## src/hw/rtl/hhpf_pkg.sv

```systemverilog
package hhpf_pkg;

    localparam int MAX_HOST_LEN_DEFAULT = 40;
    localparam int CFG_IDX_W = 3;
    localparam int CFG_DATA_W = 64;
    localparam int HOST_LEN_W = 6;
    localparam int FIELD_OFFSET_W = 8;
    localparam logic [FIELD_OFFSET_W-1:0] FIELD_OFFSET_RESET = 8'd22;
    localparam int POS_W = 16;
    localparam int IP_HDR_W = 6;
    localparam int PAYLOAD_W = 7;
    localparam int START_W = 9;
    localparam logic [PAYLOAD_W-1:0] TCP_OFFSET_BYTE = 7'd12;
    localparam logic [3:0] IPV4_VERSION = 4'd4;

    typedef enum logic [CFG_IDX_W-1:0] {
        REG_HOST_WORD_0       = 3'd0,
        REG_HOST_WORD_1       = 3'd1,
        REG_HOST_WORD_2       = 3'd2,
        REG_HOST_WORD_3       = 3'd3,
        REG_HOST_WORD_4       = 3'd4,
        REG_HOST_LENGTH       = 3'd5,
        REG_HOST_FIELD_OFFSET = 3'd6
    } hhpf_reg_t;

    typedef struct packed {
        logic [HOST_LEN_W-1:0]     host_len;
        logic [FIELD_OFFSET_W-1:0] field_offset;
    } hhpf_cfg_t;

endpackage

```

## src/hw/rtl/hhpf_pattern_store.sv

```systemverilog
module hhpf_pattern_store #(
    parameter int MAX_HOST_LEN = hhpf_pkg::MAX_HOST_LEN_DEFAULT
) (
    input  logic                                aclk,
    input  logic                                aresetn,
    input  logic                                cfg_wr_en,
    input  logic [hhpf_pkg::CFG_IDX_W-1:0]      cfg_addr,
    input  logic [hhpf_pkg::CFG_DATA_W-1:0]     cfg_wdata,
    input  logic [hhpf_pkg::HOST_LEN_W-1:0]     byte_sel,
    output hhpf_pkg::hhpf_cfg_t                 cfg,
    output logic [7:0]                          pattern_byte
);
    import hhpf_pkg::*;

    localparam int IDX_W = (MAX_HOST_LEN > 1) ? $clog2(MAX_HOST_LEN) : 1;

    logic [7:0]                pattern_reg [MAX_HOST_LEN];
    logic [HOST_LEN_W-1:0]     host_length_reg;
    logic [FIELD_OFFSET_W-1:0] field_offset_reg;

    // Pattern bytes reset to zero, matching the register reset values.
    for (genvar j = 0; j < MAX_HOST_LEN; j++) begin : g_byte
        always_ff @(posedge aclk) begin
            if (!aresetn) begin
                pattern_reg[j] <= 8'd0;
            end else if (cfg_wr_en &&
                         cfg_addr == CFG_IDX_W'(int'(REG_HOST_WORD_0) + j / 8)) begin
                pattern_reg[j] <= cfg_wdata[8 * (j % 8) +: 8];
            end
        end
    end

    always_ff @(posedge aclk) begin
        if (!aresetn) begin
            host_length_reg  <= '0;
            field_offset_reg <= FIELD_OFFSET_RESET;
        end else if (cfg_wr_en) begin
            if (cfg_addr == REG_HOST_LENGTH) begin
                host_length_reg <= cfg_wdata[HOST_LEN_W-1:0];
            end
            if (cfg_addr == REG_HOST_FIELD_OFFSET) begin
                field_offset_reg <= cfg_wdata[FIELD_OFFSET_W-1:0];
            end
        end
    end

    always_comb begin
        cfg.host_len     = (host_length_reg > HOST_LEN_W'(MAX_HOST_LEN)) ?
                           HOST_LEN_W'(MAX_HOST_LEN) : host_length_reg;
        cfg.field_offset = field_offset_reg;
    end

    // The select reaches at most the used length; a byte is compared only while the select is below it.
    assign pattern_byte = pattern_reg[byte_sel[IDX_W-1:0]];

endmodule

```

## src/hw/rtl/http_host_packet_filter_core.sv

```systemverilog
// A result word is loaded into the output register when the last packet word leaves the input register.
// Throughput: one packet word per cycle; a new word is taken while a result waits.
// A last word stalls only while an untaken result still occupies the output register.
// Reset (aresetn low at a clock edge) clears the packet state, the pipeline valid
// bits and the configuration registers, with host_field_offset returning to 22.
module http_host_packet_filter_core #(
    parameter int MAX_HOST_LEN = hhpf_pkg::MAX_HOST_LEN_DEFAULT
) (
    input  logic                            aclk,
    input  logic                            aresetn,
    input  logic                            s_valid,
    output logic                            s_ready,
    input  logic [7:0]                      s_pkt_byte,
    input  logic                            s_last_byte,
    output logic                            m_valid,
    input  logic                            m_ready,
    output logic                            m_drop,
    output logic                            m_ipv4_seen,
    input  logic                            cfg_wr_en,
    input  logic [hhpf_pkg::CFG_IDX_W-1:0]  cfg_addr,
    input  logic [hhpf_pkg::CFG_DATA_W-1:0] cfg_wdata
);
    import hhpf_pkg::*;

    hhpf_cfg_t cfg;
    logic [7:0] pattern_byte;

    logic       in_valid_reg;
    logic [7:0] in_byte_reg;
    logic       in_last_reg;
    logic       advance;

    logic [POS_W-1:0]      byte_position_reg, byte_position_next;
    logic [IP_HDR_W-1:0]   ip_header_bytes_reg, ip_header_bytes_next;
    logic [PAYLOAD_W-1:0]  payload_start_reg, payload_start_next;
    logic                  version_ok_reg, version_ok_next;
    logic                  still_matching_reg, still_matching_next;
    logic [HOST_LEN_W-1:0] compare_count_reg, compare_count_next;

    logic                  m_valid_reg, m_valid_next;
    logic                  m_drop_reg, m_drop_next;
    logic                  m_ipv4_seen_reg, m_ipv4_seen_next;

    logic [PAYLOAD_W-1:0]  tcp_pos;
    logic [START_W-1:0]    window_start;
    logic                  in_window;

    hhpf_pattern_store #(
        .MAX_HOST_LEN(MAX_HOST_LEN)
    ) u_pattern_store (
        .aclk        (aclk),
        .aresetn     (aresetn),
        .cfg_wr_en   (cfg_wr_en),
        .cfg_addr    (cfg_addr),
        .cfg_wdata   (cfg_wdata),
        .byte_sel    (compare_count_reg),
        .cfg         (cfg),
        .pattern_byte(pattern_byte)
    );

    assign advance = in_valid_reg && (!in_last_reg || !m_valid_reg || m_ready);
    assign s_ready = !in_valid_reg || advance;

    always_ff @(posedge aclk) begin
        if (!aresetn) begin
            in_valid_reg <= 1'b0;
        end else if (s_ready) begin
            in_valid_reg <= s_valid;
        end
    end

    always_ff @(posedge aclk) begin
        if (s_ready && s_valid) begin
            in_byte_reg <= s_pkt_byte;
            in_last_reg <= s_last_byte;
        end
    end

    always_comb begin
        tcp_pos      = PAYLOAD_W'(ip_header_bytes_reg) + TCP_OFFSET_BYTE;
        window_start = START_W'(payload_start_reg) + START_W'(cfg.field_offset);
        in_window    = (window_start > START_W'(tcp_pos))
                    && (byte_position_reg >= POS_W'(window_start))
                    && (compare_count_reg < cfg.host_len);

        byte_position_next   = byte_position_reg;
        ip_header_bytes_next = ip_header_bytes_reg;
        payload_start_next   = payload_start_reg;
        version_ok_next      = version_ok_reg;
        still_matching_next  = still_matching_reg;
        compare_count_next   = compare_count_reg;

        if (byte_position_reg == '0) begin
            version_ok_next      = (in_byte_reg[7:4] == IPV4_VERSION);
            ip_header_bytes_next = {in_byte_reg[3:0], 2'b00};
        end else if (byte_position_reg == POS_W'(tcp_pos)) begin
            payload_start_next = PAYLOAD_W'(ip_header_bytes_reg)
                               + PAYLOAD_W'({in_byte_reg[7:4], 2'b00});
        end else if (byte_position_reg > POS_W'(tcp_pos) && in_window) begin
            if (in_byte_reg != pattern_byte) begin
                still_matching_next = 1'b0;
            end
            compare_count_next = compare_count_reg + 1'b1;
        end

        if (byte_position_reg != '1) begin
            byte_position_next = byte_position_reg + 1'b1;
        end

        m_drop_next      = version_ok_next && still_matching_next
                        && (compare_count_next == cfg.host_len);
        m_ipv4_seen_next = version_ok_next;

        // The packet state returns to its reset values after the last word.
        if (in_last_reg) begin
            byte_position_next   = '0;
            ip_header_bytes_next = '0;
            payload_start_next   = '0;
            version_ok_next      = 1'b0;
            still_matching_next  = 1'b1;
            compare_count_next   = '0;
        end

        if (advance && in_last_reg) begin
            m_valid_next = 1'b1;
        end else if (m_ready) begin
            m_valid_next = 1'b0;
        end else begin
            m_valid_next = m_valid_reg;
        end
    end

    always_ff @(posedge aclk) begin
        if (!aresetn) begin
            byte_position_reg   <= '0;
            ip_header_bytes_reg <= '0;
            payload_start_reg   <= '0;
            version_ok_reg      <= 1'b0;
            still_matching_reg  <= 1'b1;
            compare_count_reg   <= '0;
            m_valid_reg         <= 1'b0;
        end else begin
            if (advance) begin
                byte_position_reg   <= byte_position_next;
                ip_header_bytes_reg <= ip_header_bytes_next;
                payload_start_reg   <= payload_start_next;
                version_ok_reg      <= version_ok_next;
                still_matching_reg  <= still_matching_next;
                compare_count_reg   <= compare_count_next;
            end
            m_valid_reg <= m_valid_next;
        end
    end

    always_ff @(posedge aclk) begin
        if (advance && in_last_reg) begin
            m_drop_reg      <= m_drop_next;
            m_ipv4_seen_reg <= m_ipv4_seen_next;
        end
    end

    assign m_valid     = m_valid_reg;
    assign m_drop      = m_drop_reg;
    assign m_ipv4_seen = m_ipv4_seen_reg;

endmodule

```

## config.mk

```make
export PLATFORM = sky130hd
export DESIGN_NAME = http_host_packet_filter_core
export DESIGN_NICKNAME = d
export VERILOG_FILES = /design/src/hw/rtl/hhpf_pkg.sv /design/src/hw/rtl/hhpf_pattern_store.sv /design/src/hw/rtl/http_host_packet_filter_core.sv
export SDC_FILE = /design/constraint.sdc
export NUM_CORES = 1
export LEC_CHECK = 0
export BUFFER_PORTS_ARGS = -buffer_cell sky130_fd_sc_hd__buf_4
export CORE_ASPECT_RATIO = 1.2
export CORE_UTILIZATION = 56
export CTS_CLUSTER_DIAMETER = 120
export DETAILED_ROUTE_END_ITERATION = 8
export GPL_ROUTABILITY_DRIVEN = 1
export MAX_ROUTING_LAYER = met4
export PLACE_DENSITY_LB_ADDON = 0.1
export SLEW_MARGIN = 20
export SYNTH_ARGS = -nofsm -noshare
export SYNTH_HDL_FRONTEND = slang
export SYNTH_SLANG_ARGS = --single-unit
```

## constraint.sdc

```tcl
create_clock -name aclk -period 7 [get_ports aclk]
set_input_delay 1.4 -clock aclk [delete_from_list [all_inputs] [get_ports aclk]]
set_output_delay 1.4 -clock aclk [all_outputs]
set_load 0.03 [all_outputs]
```

==> out/results.tsv, run 1 <==
metric	value	unit
met2_length	20.54	mm
drtAntennaViolNets	0	
final_layout_size_suffix_gt1_frac	0.1701	
rsz0062_at_grt	no	
clock_tree_from_tritoncts	built	
finClkSkew	0.01396	ns
hold_start	u_pattern_store.field_offset_reg[6]	
hold_depth	2	
num_antenna_cells	0	
htreeDepth	2	
criticalPathCategory	register to register	
wl_per_cell	22.52	µm
post_synth_most_frequent_cells	edfxtp_1, and2_1, mux4_2, nand2_1, dfxtp_1	
syn-instance-count	1341	
postSynth.asyncResetShare	0	
yosys_warnings	0	
synth_simple_gate_area_frac	0.1669	
dr.first_iter.drc_count	898	
synth-edff-count	331	
achievable-frequency	0.2645	GHz
post_cts_resize_count	0	
post-cts-setup-buffers	0	
firstDrtPassIters	5	
first_global_vias	11048	
endpoint_of_the_lowest_slack_register_to_register_path	m_drop	
highest_net_fanout_along_the_worst_path	46	
syn_to_final_growth	12.96	%
synthDominantCellAreaShare	0.5428	
synth_xor_xnor_area_share	0.02057	
nets	1535	
tritoncts_num_sinks	386	
syn-mean-instance-area	13.66	µm²
die_y	200.1	µm
timing.critical_path.from_type	register	
pwr-share-comb	0.054	
switching_share	0.2140	
finalSetupViolations	0	
worst_ir_drop_vdd	0.0001935	V
r2r_slack	3.22	ns
final-max-slew-violation-count	0	
largest_family_of_logic_cells_by_synthesized_area	simple AND/OR/NAND/NOR gates	
intPower	4.025	mW
timing.critical_path.arrival	4.14	ns
hold_buffers	0	
die_area	33430	µm²
initial_antenna_violation_count	1	
outcome	complete, no violations	
globalRouteTotalUtil	0.2679	
grt_start_max_net_pins	65	
drt-met1-wl	17.88	mm
hold_path.class	register to register	
synth.top_cells.by_area	edfxtp_1, and2_1, mux4_2	
worst_hold_slack	0.4773	ns
synth_area_leader_cell	edfxtp_1	
min_period	3.781	ns
fp.coreArea	32250	µm²
dr.max_layer_used	met4	
clock_power_share	0.423	
fin_setup_tns	0	ns
dr_total_vias	10874	
number_of_primary_i_o_pins	85	
worst_slew_margin_rel	0.3054	
slew_worst_pin	1.038	ns
place.gp.congestion	0.9056	
timing_hold_violations_final	0	
crit_path_end_kind	register	
synthMostInstantiatedCell	edfxtp_1	
total_routed_length	41.74	mm
yosys_cell_types	57	
cts_max_path_bufs	3	
filler_cell_count	2426	
pwr_per_cell_area	247.6	nW/µm²
floorplan.rows	72	
clock_insertion_delay_worst_skew	0.54	ns
cts_root_buffer	clkbuf_16	
synth_compound_area_frac	0.04660	
synth_area	18310	µm²
drt-vias-per-instance	5.868	
timing.final.crit_share	0.5402	
grt-ovfl-total	0	
first_pass_grt_wire_length	64.70	mm
fraction_of_the_mapped_netlist_area_in_adder_cells	0.02665	
cts_buffer_count	40	
synth_mux_area_frac	0.1140	
post-dp-hpwl	26.71	mm
synthFlopType	edfxtp_1	
post_synthesis_net_count	1459	
synth_sequential_area_ratio	0.6029	
met3WireLength	2.295	mm
worst-endpoint-required	7.36	ns
reg2reg_depth	9	
floorplan.initialDensity	0.5678	
timing.max_cap.violations	0	
power_frac_seq	0.522	
static-leakage-power	7.475	nW
worst_setup_hold_path_clk_slew	0.07	ns
synth-seq-cells	386	
remaining_drc_errors	0	
holdPathEnd	u_pattern_store.field_offset_reg[6]	
largest_register_ffs	320	
net-switching-power	1.096	mW
die_width	167.1	µm
io_buffers	84	
==> worst max path at each step <==
stage,startpoint,end,slack [ns]
after floorplan,cfg_addr[2],u_pattern_store.pattern_reg[0][0],0.11
after global placement,register,m_drop,3.17
after detailed placement,register,m_drop,3.14
after CTS,register,m_drop,3.12
after global routing,register,m_drop,2.82
final,register,m_drop,3.22
==> area by class of cell <==
class	count	area, µm²	area share
Timing Repair Buffer	100	763.2	0.03690
Sequential cell	386	11050	0.5340
Multi-Input combinational cell	865	6957	0.3363
Tap cell	407	509.2	0.02462
Clock inverter	24	251.5	0.01216
Clock buffer	47	1070	0.05171
Inverter	24	90.09	0.004355
==> power by group through the flow <==
stage,clock [mW],combinational [mW],sequential [mW]
2_1_floorplan,0,0.153,2.72
3_3_place_gp,0,0.276,2.72
3_5_place_dp,0,0.282,2.72
4_1_cts,2.19,0.282,2.68
5_1_grt,2.29,0.303,2.69
6_report,2.17,0.279,2.68
==> critical path: stages, from the launching register on <==
cell      delay, ns
dfxtp_4        0.94
buf_12         0.42
mux4_2         0.58
mux2i_1        0.26
xnor2_1        0.11
nor4_1         0.29
nand3_1        0.16
o41ai_2        0.42
o22ai_1        0.12
nor4bb_1       0.28
==> logic make-up after synthesis <==
group | count (synthesis)
xor gates and xnor gates | 43
AOI/OAI and AO/OA | 126
buffers and inverters | 90
DFF | 386
muxes | 125
and+or+nand+nor | 533
adders and majority gates | 38
==> layer usage <==
layer / vias up / track usage
met4: 0 / 0.07819
met2: 287 / 0.4407
met1: 5451 / 0.3445
li1: 5067 / -
met3: 69 / 0.04515
met5: - / -
==> per-stage QoR <==
stage / area, µm² / power, mW / setup WS, ns / cells / util
5_1_grt: 20690 / 5.277 / 2.819 / 1853 / 0.6414
3_3_place_gp: 19360 / 2.993 / 3.165 / 1782 / 0.6004
6_report: 20690 / 5.121 / 3.219 / 1853 / 0.6414
3_5_place_dp: 19360 / 3.006 / 3.136 / 1782 / 0.6004
4_1_cts: 20690 / 5.152 / 3.125 / 1853 / 0.6414
2_1_floorplan: 18310 / 2.871 / 0.1110 / 1341 / -
==> layout by cell type, fill, tap and decap left out, drive strengths merged, types with 35 or more instances in the layout <==
cell    count
and2      326
nand2      61
ha         35
mux4       66
mux2i      54
clkbuf     47
dfxtp      55
edfxtp    331
buf       100
nor2       39
Power figures use the tool's default switching activity.
==> run 2, diff against run 1 <==
clock period = 3.11 ns   (was 7 ns; I/O delays follow)
==> run 2 against run 1 <==
  * Clock power rose by 120%
  * Power up 120%
  * Clock-buffer cell count is 3 higher
  * Largest cell class unchanged
  * Non-clock buffer count grew 67
  * Critical endpoint unchanged
  * Sequential power grew 120%
  * Wire length is 1.3% higher
  * The flow now finishes with violations (setup timing)
  * Critical path depth increased by 4
  * Sequential share of layout area shrank 2.0 points
  * Combinational power increased by 140%
  * Hold slack got worse by 0.22 ns
  * Setup slack got worse by 3.4 ns
  * Largest power group unchanged
==> out/results.tsv, run 2 (synthesis results as in run 1) <==
metric	value	unit	change
outcome	finished with violations		
failed_checks	setup timing		
drtAntennaViolNets	0		unchanged
holdPathEnd	in_byte_reg[1]		
first_global_vias	11325		+2.5%
dr.max_layer_used	met4		
r2r_start	u_pattern_store.field_offset_reg[3]		
final_layout_size_suffix_gt1_frac	0.2240		+0.05386
syn_to_final_growth	17.50	%	
rsz0062_at_grt	yes		
htreeDepth	2		unchanged
grt_start_max_net_pins	65		unchanged
largest_register_ffs	320		unchanged
pwr_per_cell_area	533.3	nW/µm²	+120%
dr.first_iter.drc_count	998		+11%
clock_insertion_delay_worst_skew	0.54	ns	about the same
tritoncts_num_sinks	386		unchanged
r2r_slack	-0.18	ns	-3.39 ns
post-dp-hpwl	28.25	mm	+5.8%
num_antenna_cells	0		unchanged
timing_hold_violations_final	0		unchanged
static-leakage-power	7.874	nW	+5.3%
endpoint_of_the_lowest_slack_register_to_register_path	m_drop		
timing.critical_path.arrival	3.65	ns	-0.49 ns
hold_start	s_pkt_byte[1]		
wl_per_cell	22.07	µm	-2.0%
clock_tree_from_tritoncts	built		
die_area	33430	µm²	unchanged
timing.critical_path.slowest_cell_delay	0.41	ns	-0.53 ns
critical_path.cell_chain	buf_6 > fa_2 > xor2_2 > ha_1 > nand3_2 > o22ai_1 > o22ai_1 > maj3_2 > a311oi_4 > and2_4 > o21ai_0 > o221ai_1 > nor4bb_1		
cts_root_buffer	clkbuf_16		
number_of_primary_i_o_pins	85		unchanged
worst-endpoint-required	3.47	ns	-3.89 ns
reg2reg_depth	13		+4
die_y	200.1	µm	unchanged
crit_path_end_kind	register		
initial_antenna_violation_count	0		-1
most-common-layout-cells	edfxtp_1, and2_1, buf_4, mux4_2, nand2_1		
post-place-ws	-0.2108	ns	-3.347 ns
criticalPathCategory	register to register		
highest_net_fanout_along_the_worst_path	4		-91%
worst_slew_margin_rel	0.3577		+0.05227
die_width	167.1	µm	unchanged
timing.max_cap.violations	0		unchanged
totalPowerFinal	11.48	mW	+120%
worst_path_most_repeated_cell	o22ai_1		
worst_hold_slack	0.2554	ns	-0.2218 ns
hold_buffers	0		unchanged
filler_cell_count	2354		-3.0%
floorplan.initialDensity	0.5678		unchanged
firstDrtPassIters	5		unchanged
io_buffers	84		unchanged
finalSetupViolations	14		+14
post_layout_utilization_of_the_core	0.6672		+0.02580
met3WireLength	2.634	mm	+15%
globalRouteTotalUtil	0.2695		+0.001576
grt-ovfl-total	0		unchanged
cp_top_family	adder cells		
remaining_drc_errors	0		unchanged
timing.final.crit_share	1.056		+0.5162
drt-met1-wl	18.03	mm	+0.85%
drt-vias-per-instance	5.839		-0.50%
hold_path.class	input pin to register		
floorplan.rows	72		unchanged
met2_length	20.65	mm	+0.56%
place.gp.congestion	0.9525		+5.2%
total_routed_length	42.29	mm	+1.3%
fin_ws	-0.1752	ns	-3.394 ns
min_period	3.285	ns	-0.4960 ns
dr_total_vias	11187		+2.9%
final-max-slew-violation-count	0		unchanged
path_buf_inv	1		unchanged
achievable-frequency	0.3044	GHz	+15%
worst_ir_drop_vdd	0.0004733	V	+140%
timing.critical_path.from_type	register		
cts_buffer_count	40		unchanged
finClkSkew	0.009642	ns	-0.004319 ns
fp.coreArea	32250	µm²	unchanged
commonest_non_fill_non_tap_cell_in_the_layout	edfxtp_1		
critical_path.slowest_cell	fa_2		
first_pass_grt_wire_length	64.91	mm	+0.32%
worst_setup_hold_path_clk_slew	0.06	ns	about the same
nets	1602		+4.4%
cts_max_path_bufs	3		unchanged
slew_worst_pin	0.9590	ns	-0.07904 ns
hold_depth	1		-1
run 2: changes by cell type in the layout (fill, tap and decap cells not counted), sizes merged:
cell / previous run / this run
buf: 100 / 167
clkinv: 16 / 11
clkbuf: 47 / 50
clkinvlp: 1 / 0
inv: 26 / 25
run 2: worst max path at each step:
stage                                        start                                 end  slack [ns]  cells after the start
6_report       u_pattern_store.field_offset_reg[3]                              m_drop       -0.18                     13
4_1_cts        u_pattern_store.field_offset_reg[3]                              m_drop       -0.11                     13
2_1_floorplan                          cfg_addr[2]  u_pattern_store.pattern_reg[10][0]       -1.07                      2
3_3_place_gp   u_pattern_store.field_offset_reg[2]                              m_drop       -0.14                     13
3_5_place_dp                  payload_start_reg[3]                              m_drop       -0.21                     14
5_1_grt        u_pattern_store.field_offset_reg[3]                              m_drop       -0.36                     14
run 2: cell type report:
type | count | area (µm²) | share of cell area
clock buffers | 50 | 1070 | 0.04972
well taps | 407 | 509.2 | 0.02367
clock inverters | 17 | 220.2 | 0.01023
repair buffers | 167 | 1470 | 0.06832
multi-input cells | 865 | 7106 | 0.3302
flip-flops and latches | 386 | 11050 | 0.5137
inverters | 24 | 90.09 | 0.004187
run 2: metal layers:
metal	up-vias	global-route usage
met3	71	0.03983
met1	5579	0.3505
met5	-	-
met4	0	0.07750
li1	5203	-
met2	334	0.4438
run 2: stage by stage:
stage | std cells | TNS [ns] | cell area, µm²
after floorplan | 1341 | -270.33 | 18380
after global placement | 1844 | -0.9411 | 20070
after detailed placement | 1844 | -1.797 | 20070
after CTS | 1914 | -0.4759 | 21450
after global routing | 1916 | -2.802 | 21520
final | 1916 | -1.207 | 21520
run 2: power by group:
group          internal, mW  switching, mW  leakage, nW
registers              5.92         0.0950         3.65
logic                 0.291          0.387         3.59
clock network          2.85           1.94        0.639
total                  9.06           2.42         7.87
run 2: worst reg2reg max path: stages, from the launching register on:
cell and delay [ns]:
dfxtp_4 0.36, buf_6 0.12, fa_2 0.41, xor2_2 0.17
ha_1 0.32, nand3_2 0.09, o22ai_1 0.16, o22ai_1 0.10
maj3_2 0.33, a311oi_4 0.25, and2_4 0.23, o21ai_0 0.09
o221ai_1 0.18, nor4bb_1 0.30
run 2: repair_timing:
action,CTS,global route
gates resized for setup,19,11
endpoints found under the setup margin,14,14
buffers inserted,3,2
gates cloned,0,0
pin swaps,19,4
==> run 3, diff against run 2 <==
CELL_PAD_IN_SITES_DETAIL_PLACEMENT = 1   (was default)
CELL_PAD_IN_SITES_GLOBAL_PLACEMENT = 1   (was default)
CORE_UTILIZATION = 47   (was 56)
==> run 3 against run 2 <==
  * The flow still finishes with violations (setup timing)
  * Hold slack got worse by 0.024 ns
  * Combinational power rose by 5.6%
  * Via count rose by 1.4%
  * Wire length rose by 14%
  * Critical path depth did not move
  * Fmax fell by 2.9%
  * Cell count rose by 4.4%
  * Register-to-register slack got worse by 0.098 ns
  * Die area rose by 19%
  * Clock power rose by 1%
==> out/results.tsv, run 3 (synthesis results as in run 1) <==
metric	value	unit	change
final_layout_size_suffix_gt1_frac	0.2289		+0.004958
fp.coreArea	38060	µm²	+18%
final-max-slew-violation-count	0		unchanged
die_width	182.2	µm	+9.0%
firstDrtPassIters	5		unchanged
hold_path.class	input pin to register		
seq_area	11050	µm²	unchanged
die_area	39760	µm²	+19%
timing.critical_path.from_type	register		
finalSetupViolations	14		unchanged
crit_path_end_kind	register		
multiInputGateArea	7168	µm²	+0.88%
grt_util_met1	0.3262		-0.02421
io_buffers	84		unchanged
post-place-ws	-0.3819	ns	-0.1712 ns
htreeDepth	2		unchanged
largest_register_ffs	320		unchanged
outcome	finished with violations		
fin_ws	-0.2736	ns	-0.09844 ns
drtAntennaViolNets	0		unchanged
drt-vias-per-instance	5.670		-2.9%
static-leakage-power	7.929	nW	+0.69%
place.gp.congestion	0.8924		-6.3%
achievable-frequency	0.2955	GHz	-2.9%
failed_checks	setup timing		
first_pass_grt_wire_length	73.94	mm	+14%
tritoncts_num_sinks	386		unchanged
grt_start_max_net_pins	65		unchanged
reg2reg_depth	13		unchanged
post-dp-hpwl	32.56	mm	+15%
hold_depth	1		unchanged
cts_max_path_bufs	3		unchanged
min_period	3.384	ns	+0.09844 ns
first_global_vias	12205		+7.8%
grt-ovfl-total	0		unchanged
slew_worst_pin	0.8777	ns	-0.08134 ns
grt.met3_usage	0.04149		+0.001667
worst_setup_hold_path_clk_slew	0.06	ns	about the same
worst_slew_margin_rel	0.4121		+0.05448
globalRouteTotalUtil	0.2573		-0.01212
commonest_non_fill_non_tap_cell_in_the_layout	edfxtp_1		
clock_insertion_delay_worst_skew	0.57	ns	+0.03 ns
floorplan.initialDensity	0.4811		-0.08668
groute.layer.met2.usage	0.4199		-0.02390
clock_tree_from_tritoncts	built		
rsz0062_at_grt	yes		
dr.first_iter.drc_count	665		-33%
highest_net_fanout_along_the_worst_path	7		+3
worst_ir_drop_vdd	0.0004781	V	+1.0%
number_of_primary_i_o_pins	85		unchanged
criticalPathCategory	register to register		
grt_busiest_layer	met2		
syn_to_final_growth	18.80	%	
remaining_drc_errors	0		unchanged
cts_buffer_count	42		+5.0%
finClkSkew	0.01763	ns	+0.007985 ns
cts_root_buffer	clkbuf_16		
dr_total_vias	11345		+1.4%
die_y	218.2	µm	+9.1%
hold_buffers	0		unchanged
initial_antenna_violation_count	1		+1
most-common-layout-cells	edfxtp_1, and2_1, buf_4, mux4_2, nand2_1		
wl_per_cell	24.02	µm	+8.8%
total_routed_length	48.07	mm	+14%
dpl_cell_area	20170	µm²	+0.51%
timing.final.crit_share	1.088		+0.03165
final_standard_cell_area_without_fillers	21750	µm²	+1.1%
timing.max_cap.violations	0		unchanged
worst-endpoint-required	3.49	ns	+0.02 ns
timing.critical_path.arrival	3.77	ns	+0.12 ns
pwr_per_cell_area	532.5	nW/µm²	-0.15%
timing_hold_violations_final	0		unchanged
nets	1607		+0.31%
filler_cell_count	3697		+57%
floorplan.rows	78		+8.3%
run 3: repair_timing:
item                                   CTS  global route
gates resized for setup                 37            12
pin swaps                               30            14
setup buffers                           10             1
setup endpoints to repair               14            14
endpoints found under the hold margin    0             0
run 3: path summary, 6_finish.rpt:
kind                                           start                   end  slack (ns)
worst min-delay path                   s_pkt_byte[4]        in_byte_reg[4]        0.23
worst min register to register  payload_start_reg[6]  payload_start_reg[6]        0.48
worst max-delay path            payload_start_reg[2]                m_drop       -0.27
worst max register to register  payload_start_reg[2]                m_drop       -0.27
run 3: stage by stage:
stage	utilization	hold WS (ns)	TNS, ns	total power, mW	instances
6_report	0.5716	0.2315	-1.679	11.58	2001
5_1_grt	0.5716	0.2158	-3.024	11.92	2001
3_5_place_dp	0.5299	0.4716	-2.684	6.832	1915
4_1_cts	0.5697	0.2070	-0.6261	11.69	1999
3_3_place_gp	0.5299	0.4619	-1.282	6.791	1915
2_1_floorplan	-	0.4447	-270.33	6.447	1341
run 3: power by group:
part           switching, mW  total (mW)  leakage, nW  internal [mW]
clock                   2.05        4.85        0.638           2.80
combinational          0.413       0.716         3.64          0.304
sequential            0.0982        6.01         3.65           5.92
total                   2.56        11.6         7.93           9.02
run 3: critical path, cell delays in order (launching register included):
cell and delay [ns]:
dfxtp_2 0.33, ha_4 0.17, fa_2 0.38, xor2_2 0.17, ha_1 0.34, nand3_2 0.10, o22ai_2 0.17, o22ai_2 0.10
maj3_2 0.34, a311oi_4 0.32, nand2_4 0.14, o311ai_4 0.23, nand3_1 0.12, nor4bb_2 0.28
run 3: routing by layer:
layer	routed length [µm]	share of wire
met5	0	0
met4	1553	0.032
met3	2077	0.043
met2	23560	0.49
met1	20880	0.43
run 3: area by class of cell:
class / count / share of cell area
timing repair buffer: 170 / 0.07045
clock buffer: 52 / 0.05148
multi-input combinational: 865 / 0.3295
clock inverter: 23 / 0.008627
tap: 480 / 0.02761
antenna: 1 / 0.0001150
inverter: 24 / 0.004141
sequential: 386 / 0.5081
